$ cat src/rtl/itp_pkg.sv
package itp_pkg;

    localparam int STACK_DEPTH = 32;
    localparam int ADDR_W      = $clog2(STACK_DEPTH);
    localparam int CNT_W       = $clog2(STACK_DEPTH + 1);
    localparam int CHAR_W      = 8;
    localparam int STATUS_W    = 2;

    localparam logic [STATUS_W-1:0] ST_OK        = 2'd0;
    localparam logic [STATUS_W-1:0] ST_OVERFLOW  = 2'd1;
    localparam logic [STATUS_W-1:0] ST_UNMATCHED = 2'd2;

    localparam logic [CHAR_W-1:0] CH_PLUS   = 8'h2B;
    localparam logic [CHAR_W-1:0] CH_MINUS  = 8'h2D;
    localparam logic [CHAR_W-1:0] CH_STAR   = 8'h2A;
    localparam logic [CHAR_W-1:0] CH_SLASH  = 8'h2F;
    localparam logic [CHAR_W-1:0] CH_LPAREN = 8'h28;
    localparam logic [CHAR_W-1:0] CH_RPAREN = 8'h29;
    localparam logic [CHAR_W-1:0] CH_NUL    = 8'h00;

    // Letters and digits only; other characters, but '(', ')' and a finish, are handled as operators.
    function automatic logic is_operand(input logic [CHAR_W-1:0] c);
        return (c >= 8'h30 && c <= 8'h39) || (c >= 8'h41 && c <= 8'h5A) ||
               (c >= 8'h61 && c <= 8'h7A);
    endfunction

    function automatic logic [1:0] prec_of(input logic [CHAR_W-1:0] c);
        logic [1:0] p;
        p = 2'd0;
        if (c == CH_PLUS || c == CH_MINUS) p = 2'd1;
        if (c == CH_STAR || c == CH_SLASH) p = 2'd2;
        return p;
    endfunction

endpackage

$ cat src/rtl/itp_ram.sv
module itp_ram #(
    parameter int WIDTH = 8,
    parameter int DEPTH = 32
) (
    input  logic                     i_clk,
    input  logic                     i_we,
    input  logic [$clog2(DEPTH)-1:0] i_waddr,
    input  logic [WIDTH-1:0]         i_wdata,
    input  logic [$clog2(DEPTH)-1:0] i_raddr,
    output logic [WIDTH-1:0]         o_rdata
);

    logic [WIDTH-1:0] r_mem [DEPTH];
    logic [WIDTH-1:0] r_rdata;

    always_ff @(posedge i_clk) begin
        if (i_we) begin
            r_mem[i_waddr] <= i_wdata;
        end
        r_rdata <= r_mem[i_raddr];
    end

    assign o_rdata = r_rdata;

endmodule

$ cat src/rtl/infix_to_postfix_converter.sv
// Channel   Direction  Transfer when              Payload
// s_axis    in         tvalid & tready            tdata = in_char, tlast = finish
// m_axis    out        tvalid & tready            tdata = out_char, tlast = expr_end,
//                                                 tuser = status
//
// An operand is sent through S_EMIT_CHAR and a '(' is pushed in S_PUSH. Each pop is a read
// of the top entry through the registered RAM port in S_RD and then the compare and
// transfer in S_CMP; an operator is pushed in S_PUSH after its pops. Reset is synchronous
// and active low and empties the stack; no clearing pass. The input is not ready while an
// item is at work. A stalled output holds the sequencer only at a step that needs a new
// result transfer.
module infix_to_postfix_converter (
    input  logic                          i_clk,
    input  logic                          i_rst_n,
    input  logic                          i_s_axis_tvalid,
    output logic                          o_s_axis_tready,
    input  logic [itp_pkg::CHAR_W-1:0]    i_s_axis_tdata,   // [7:0] in_char
    input  logic                          i_s_axis_tlast,   // finish
    output logic                          o_m_axis_tvalid,
    input  logic                          i_m_axis_tready,
    output logic [itp_pkg::CHAR_W-1:0]    o_m_axis_tdata,   // [7:0] out_char
    output logic                          o_m_axis_tlast,   // expr_end
    output logic [itp_pkg::STATUS_W-1:0]  o_m_axis_tuser    // [1:0] status
);

    import itp_pkg::*;

    typedef enum logic [6:0] {
        S_IDLE      = 7'b0000001,
        S_RD        = 7'b0000010,
        S_CMP       = 7'b0000100,
        S_PUSH      = 7'b0001000,
        S_EMIT_CHAR = 7'b0010000,
        S_EMIT_END  = 7'b0100000,
        S_EMIT_UNM  = 7'b1000000
    } t_state;

    typedef enum logic [1:0] {
        M_DRAIN = 2'd0,
        M_CLOSE = 2'd1,
        M_OP    = 2'd2
    } t_mode;

    t_state r_state, n_state;
    t_mode  r_mode, n_mode;
    logic [CHAR_W-1:0] r_char, n_char;
    logic [CNT_W-1:0]  r_count, n_count;

    logic                r_out_valid, n_out_valid;
    logic [CHAR_W-1:0]   r_out_char, n_out_char;
    logic                r_out_end, n_out_end;
    logic [STATUS_W-1:0] r_out_status, n_out_status;

    logic              w_out_free;
    logic              w_in_xfer;
    logic [CNT_W-1:0]  w_top_idx;
    logic [CHAR_W-1:0] w_top;
    logic              w_we;

    assign w_out_free = !r_out_valid || i_m_axis_tready;
    assign w_in_xfer  = i_s_axis_tvalid && (r_state == S_IDLE);
    assign w_top_idx  = r_count - CNT_W'(1);

    itp_ram #(
        .WIDTH (CHAR_W),
        .DEPTH (STACK_DEPTH)
    ) u_stack (
        .i_clk   (i_clk),
        .i_we    (w_we),
        .i_waddr (r_count[ADDR_W-1:0]),
        .i_wdata (r_char),
        .i_raddr (w_top_idx[ADDR_W-1:0]),
        .o_rdata (w_top)
    );

    always_comb begin
        n_state      = r_state;
        n_mode       = r_mode;
        n_char       = r_char;
        n_count      = r_count;
        n_out_valid  = r_out_valid && !i_m_axis_tready;
        n_out_char   = r_out_char;
        n_out_end    = r_out_end;
        n_out_status = r_out_status;
        w_we         = 1'b0;

        unique case (r_state)
            S_IDLE: begin
                if (w_in_xfer) begin
                    n_char = i_s_axis_tdata;
                    if (i_s_axis_tlast) begin
                        n_mode  = M_DRAIN;
                        n_state = S_RD;
                    end else if (is_operand(i_s_axis_tdata)) begin
                        n_state = S_EMIT_CHAR;
                    end else if (i_s_axis_tdata == CH_LPAREN) begin
                        n_state = S_PUSH;
                    end else if (i_s_axis_tdata == CH_RPAREN) begin
                        n_mode  = M_CLOSE;
                        n_state = S_RD;
                    end else begin
                        n_mode  = M_OP;
                        n_state = S_RD;
                    end
                end
            end
            S_RD: begin
                // The RAM read of the top entry is under way this cycle.
                if (r_count == '0) begin
                    unique case (r_mode)
                        M_DRAIN: n_state = S_EMIT_END;
                        M_CLOSE: n_state = S_EMIT_UNM;
                        M_OP:    n_state = S_PUSH;
                        default: n_state = S_IDLE;
                    endcase
                end else begin
                    n_state = S_CMP;
                end
            end
            S_CMP: begin
                if (r_mode == M_CLOSE && w_top == CH_LPAREN) begin
                    n_count = w_top_idx;
                    n_state = S_IDLE;
                end else if (r_mode == M_OP && prec_of(r_char) > prec_of(w_top)) begin
                    n_state = S_PUSH;
                end else if (w_out_free) begin
                    n_out_valid  = 1'b1;
                    n_out_char   = w_top;
                    n_out_end    = 1'b0;
                    n_out_status = ST_OK;
                    n_count      = w_top_idx;
                    n_state      = S_RD;
                end
            end
            S_PUSH: begin
                if (r_count == CNT_W'(STACK_DEPTH)) begin
                    if (w_out_free) begin
                        n_out_valid  = 1'b1;
                        n_out_char   = CH_NUL;
                        n_out_end    = 1'b0;
                        n_out_status = ST_OVERFLOW;
                        n_count      = '0;
                        n_state      = S_IDLE;
                    end
                end else begin
                    w_we    = 1'b1;
                    n_count = r_count + CNT_W'(1);
                    n_state = S_IDLE;
                end
            end
            S_EMIT_CHAR: begin
                if (w_out_free) begin
                    n_out_valid  = 1'b1;
                    n_out_char   = r_char;
                    n_out_end    = 1'b0;
                    n_out_status = ST_OK;
                    n_state      = S_IDLE;
                end
            end
            S_EMIT_END: begin
                if (w_out_free) begin
                    n_out_valid  = 1'b1;
                    n_out_char   = CH_NUL;
                    n_out_end    = 1'b1;
                    n_out_status = ST_OK;
                    n_state      = S_IDLE;
                end
            end
            S_EMIT_UNM: begin
                if (w_out_free) begin
                    n_out_valid  = 1'b1;
                    n_out_char   = CH_NUL;
                    n_out_end    = 1'b0;
                    n_out_status = ST_UNMATCHED;
                    n_state      = S_IDLE;
                end
            end
            default: begin
                n_state = S_IDLE;
            end
        endcase
    end

    always_ff @(posedge i_clk) begin
        if (!i_rst_n) begin
            r_state     <= S_IDLE;
            r_mode      <= M_DRAIN;
            r_count     <= '0;
            r_out_valid <= 1'b0;
        end else begin
            r_state     <= n_state;
            r_mode      <= n_mode;
            r_count     <= n_count;
            r_out_valid <= n_out_valid;
        end
    end

    always_ff @(posedge i_clk) begin
        r_char       <= n_char;
        r_out_char   <= n_out_char;
        r_out_end    <= n_out_end;
        r_out_status <= n_out_status;
    end

    assign o_s_axis_tready = (r_state == S_IDLE);
    assign o_m_axis_tvalid = r_out_valid;
    assign o_m_axis_tdata  = r_out_char;
    assign o_m_axis_tlast  = r_out_end;
    assign o_m_axis_tuser  = r_out_status;

endmodule
$ cat config.mk
export PLATFORM = sky130hd
export DESIGN_NAME = infix_to_postfix_converter
export DESIGN_NICKNAME = d
export VERILOG_FILES = /design/src/rtl/itp_pkg.sv /design/src/rtl/itp_ram.sv /design/src/rtl/infix_to_postfix_converter.sv
export SDC_FILE = /design/constraint.sdc
export NUM_CORES = 1
export LEC_CHECK = 0
export ABC_AREA = 1
export BUFFER_PORTS_ARGS = -buffer_cell sky130_fd_sc_hd__clkbuf_2
export CAP_MARGIN = 20
export CORE_MARGIN = 3
export CORE_UTILIZATION = 50
export DETAILED_ROUTE_END_ITERATION = 12
export PLACE_DENSITY_LB_ADDON = 0.3
export SYNTH_ARGS = -nofsm -noshare
export SYNTH_HDL_FRONTEND = slang
export SYNTH_SLANG_ARGS = --single-unit
$ cat constraint.sdc
create_clock -name i_clk -period 8.4 [get_ports i_clk]
set_clock_uncertainty 0.15 [all_clocks]
set_input_delay 1.68 -clock i_clk [delete_from_list [all_inputs] [get_ports i_clk]]
set_output_delay 1.68 -clock i_clk [all_outputs]
set_load 0.1 [all_outputs]
# Yosys cells after proc, flatten, opt, wreduce, memory -nomap -nowiden
# Memory sizes are Yosys's and may differ from the RTL's. A register that Yosys moved wholly into a read port is not among the register bits.
# Cells that the tools add are included.
dict set report word_totals {
  register_bits 35
  mem_bits_rw 256
  input_bits 13
  out_inout_bits 13
  elab_cells 146
  n_memories 1
}
dict set report classes {
  n_addsub 2
  magnitude_cmp 7
  n_eq_ne 36
  muxes 59
  reduce_logical 33
}
# memory words word_bits rd rd_ports_with_merged_regs write_ports line
set memory_table {}
lappend memory_table {u_stack.r_mem 32 8 1 1 1 itp_ram.sv:13} ;# logic [WIDTH-1:0] r_mem [DEPTH];
# op count
set ops {}
lappend ops {{== test 8 x 6 -> 1 bit (second input constant)} 11}
lappend ops {{two-way mux 7 bit} 7}
lappend ops {{two-way mux 8 bit} 6}
lappend ops {{one-hot mux 7 bit (5 select lines)} 1}
lappend ops {{two-way mux 2 bit} 16}
lappend ops {{one-hot mux 8 bit (4 select lines)} 1}
lappend ops {{two-way mux 6 bit} 5}
lappend ops {{one-hot mux 7 bit (3 select lines)} 1}
lappend ops {{inequality test 2 bit (second input constant)} 10}
lappend ops {{greater-or-equal comparator 8 x 7 -> 1 bit (second input constant)} 2}
lappend ops {{less-or-equal comparator 8 x 7 -> 1 bit (second input constant)} 2}
lappend ops {{two-way mux 1 bit} 15}
lappend ops {{one-hot mux 6 bit (2 select lines)} 1}
lappend ops {{AND reduction 6 bit} 2}
lappend ops {{nonzero test 4 bit} 3}
lappend ops {{two-way mux 5 bit} 2}
lappend ops {{inequality test 3 bit (second input constant)} 3}
lappend ops {{greater-or-equal comparator 8 x 6 -> 1 bit (second input constant)} 1}
lappend ops {{less-or-equal comparator 8 x 6 -> 1 bit (second input constant)} 1}
lappend ops {{one-hot mux 2 bit (4 select lines)} 1}
lappend ops {{AND reduction 4 bit} 2}
lappend ops {{== test 7 x 1 -> 1 bit (second input constant)} 1}
lappend ops {{== test 7 x 2 -> 1 bit (second input constant)} 1}
lappend ops {{== test 7 x 3 -> 1 bit (second input constant)} 1}
lappend ops {{other kinds (25)} 41}

# Depth between registers and ports, before layout
dict set report depth {
  depth_word 11
  mapped_depth 15
  depth_no_buf 15
}

# Modules after synthesis
# A second synthesis with hierarchy kept.
dict set report hier_totals {
  cells_unflattened 1231
  area_unflattened_um2 13026.2
}
# mod instances cells_each area_each_um2 seq_area_each_um2
set by_module_without_submodules {}
lappend by_module_without_submodules {itp_ram 1 922 10786.6 7847.5}
lappend by_module_without_submodules {infix_to_postfix_converter 1 309 2239.6 890.9}

# Least setup slack after synthesis
# Ideal clock, no wire load.
dict set report synth_timing {
  path_kind {reg-to-output}
  start {register r_state[6]}
  end {output o_s_axis_tready}
  t_arrival_ns 1.522
  required_time_ns 6.570
  setup_slack_ns 5.048
  stages_incl_launch_ff 4
  path_cell_list {dfxtp_1 > nor2_2 > nand2_4 > nor2_2}
}
dict set report synth_via {
  elab_chain_cells 1
}
# item line
set synth_lines {}
lappend synth_lines {{start: declaration} infix_to_postfix_converter.sv:44} ;# t_state r_state, n_state;
lappend synth_lines {{start signal: assignment} infix_to_postfix_converter.sv:191} ;# r_state <= n_state;
lappend synth_lines {{== test 7 x 1 -> 1 bit} infix_to_postfix_converter.sv:205} ;# assign o_s_axis_tready = (r_state == S_IDLE);
lappend synth_lines {{end: declaration} infix_to_postfix_converter.sv:16} ;# output logic o_s_axis_tready,
# No other way between the ends.

# Worst setup path in the final report
dict set report layout_timing {
  start {register r_count[0]}
  end {register u_stack.r_rdata[3], in the netlist u_stack.o_rdata[3] (read register of u_stack.r_mem)}
}
dict set report layout_via {
  elab_chain_cells 1
}
# item line
set layout_lines {}
lappend layout_lines {{start: declaration} infix_to_postfix_converter.sv:47} ;# logic [CNT_W-1:0] r_count, n_count;
lappend layout_lines {{start signal: assignment} infix_to_postfix_converter.sv:193} ;# r_count <= n_count;
lappend layout_lines {{subtractor 6 x 1 -> 6 bit} infix_to_postfix_converter.sv:62} ;# assign w_top_idx = r_count - CNT_W'(1);
lappend layout_lines {{end: declaration} itp_ram.sv:14} ;# logic [WIDTH-1:0] r_rdata;
# No other way between the ends.
# A chain may end at the register's enable or synchronous reset.

==> results.ini <==
[synthesis]
synth_cell_type_count=42
synth_warnings=0
synth-seq-area-share_pct=67.7
syn_avg_cell_area_um2=11.3
synth_cells=1143
syn-num-nets=1163
mappedNetlistArea_um2=12900
ys_ff_latch=299

[power_and_ir_drop]
p_sw_share_pct=22.5
seqPwrFrac_pct=51.3
p_switching_mw=0.757
power_frac_comb_pct=7.0
internal_power_mw=2.61
power_density_nw_per_um2=235
p_leak_nw=5.04
clockPowerShare_pct=41.7
irDropWorstVdd_v=0.000167

[worst_setup_path]
worstPathMaxFanout=93
worstPathArrival_ns=4.36
worstSetupEndpointType=flip-flop
path_class=flip-flop to flip-flop
crit_path_start_kind=flip-flop
cp.required_ns=8.74

[placed_design]
place_hpwl_um=17900
portBuffers=25
gp_congestion=0.841
place_ws_ns=4.46
place_inst=1457

[cells_and_area]
antenna_cells=0
fin_util_pct=56.7
layout-drive-gt1-share_pct=11.7
syn_to_final_growth_pct=11.0
nets=1180
stdcell_count=1514

[clocking]
clkLatencyLatePin_ns=0.55
tritoncts=done
cts.root.buffer_cell=clkbuf_16
clockBufferDepth=3
cts_made_buffers=31
cts_hold_buffers=0
htreeDepth=1
cts_resized=0
post_cts_buffers=0
path_clk_slew_ns=0.06
cts_sinks=299

[drt]
wl_per_cell_um=19.9
route.detailed.drc=0
wl_um=30100
vias=8613
ant_nets=0
dr.pass1.iters=5
drt-initial-drc-count=1007
avgViaCountPerCell=5.69

[die]
fp-row-count=58
coreArea_um2=25300
die-area_um2=27800
initial_core_util_pct=51.1
boundaryPins=26
dieHeight_um=167
die_x_um=167

[hold_path]
worst_hold_path_type=flip-flop to flip-flop

[grt]
grt_pass1_vias=8345
grt_overflow=0
grt_max_degree=100
antenna_found_initial=0
grt_usage_pct=21.3
grt_pass1_wl_um=47400

[sta]
slew_viol_final=0
rsz0062_at_grt=no
max_freq_mhz=249
slew_headroom_pct=29.4
period_needed_ns=4.01
setup_slack_ns=4.39
fin_crit_sh_pct=47.8
hold_violations=0
worst_pin_slew_ns=1.06
finalSetupViolCount=0
setup_tns_ns=0

[run]
cap_violations=0

[outcome]
status=completed

[sequential cells by signal, indices dropped and copies added (netlist names)]
register and cells:
o_m_axis_tdata 8, r_count 6, u_stack.r_mem 256, o_m_axis_tvalid 1, r_state 7, r_mode 2, r_char 8, o_m_axis_tuser 2
u_stack.o_rdata 8, o_m_axis_tlast 1
[per-layer routing]
layer | part of all wire [%] | up-vias | global-route usage, %
met3 | 6.1 | 54 | 2.90
met5 | 0 | - | 0
met1 | 45 | 4181 | 31.4
met2 | 47 | 302 | 34.2
li1 | - | 4076 | -
met4 | 2.1 | 0 | 5.02
[cell usage after synthesis, drive strengths merged]
cell type  number  area [µm²]
a21boi          1        7.51
a21oi           9        48.8
a31oi           1        6.26
and3            2        12.5
buf            37         214
clkbuf         16        63.8
clkinv          1        3.75
dfxtp          24         480
edfxtp        275        8260
ha              7        87.6
inv            53         204
nand2         138         563
nand3          72         463
nand4           7        43.8
nor2          280        1100
nor3            3        25.0
nor4            1        6.26
o2111ai         1        8.76
o211ai         65         488
o21ai         136         681
o21bai          1        7.51
o22ai           4        25.0
xnor2           2        36.3
xor2            7        80.1
[critical path, cell delays in order, from the launching register on]
cell and delay, ns:
dfxtp_4 0.57, clkinv_2 0.67, ha_4 0.78, buf_4 0.77
o21ai_0 0.21, o211ai_1 0.32, nand3_2 0.17, nand2_1 0.11
nand2_1 0.05, nand2_1 0.07
[logic make-up after synthesis]
| kind of cell | Yosys count | synth area share, % |
|---|---|---|
| AND/OR/NAND/NOR | 503 | 17.1 |
| flip-flops | 299 | 67.7 |
| AO/OA/AOI/OAI | 218 | 9.86 |
| buffers and inverters | 107 | 3.76 |
| XOR/XNOR | 9 | 0.901 |
| adder cells (fa/ha/maj) | 7 | 0.678 |
[path summary, 6_finish.rpt]
check	endpoint	start	slack, ns	depth (start not counted)
setup / recovery	u_stack.o_rdata[3]	r_count[0]	4.39	9
hold / removal	r_mode[1]	r_mode[1]	0.35	2
hold reg to reg	r_mode[1]	r_mode[1]	0.35	2
setup reg to reg	u_stack.o_rdata[3]	r_count[0]	4.39	9
[final cells by class]
type	instances	area, µm²
inverters	54	209
clock buffers	49	913
flip-flops and latches	299	8740
multi-input cells	737	3700
repair buffers	37	215
well taps	330	413
fillers	2045	10900
clock inverters	8	139
[per-stage QoR]
| step | hold slack, ns | total power [mW] | area [µm²] |
|---|---|---|---|
| 2_1_floorplan | 0.316 | 1.90 | 12900 |
| 3_3_place_gp | 0.334 | 1.99 | 13300 |
| 3_5_place_dp | 0.346 | 1.99 | 13300 |
| 4_1_cts | 0.353 | 3.38 | 14300 |
| 5_1_grt | 0.385 | 3.47 | 14300 |
| 6_report | 0.355 | 3.37 | 14300 |
[power by group through the flow]
stage	clock network, mW	registers (mW)	logic [mW]
3_5_place_dp	0	1.76	0.234
4_1_cts	1.42	1.73	0.235
6_report	1.41	1.73	0.236
5_1_grt	1.48	1.73	0.256
2_1_floorplan	0	1.79	0.103
3_3_place_gp	0	1.76	0.229
[layout by cell type, fill, tap and decap left out, drive strengths merged, types with 7 or more instances in the layout]
master	n
nand4	7
xor2	7
o211ai	65
nor2	280
nand2	138
buf	12
a21oi	9
inv	52
nand3	72
dfxtp	24
edfxtp	275
clkbuf	74
ha	7
o21ai	136
(Power assumes the default switching activity.)
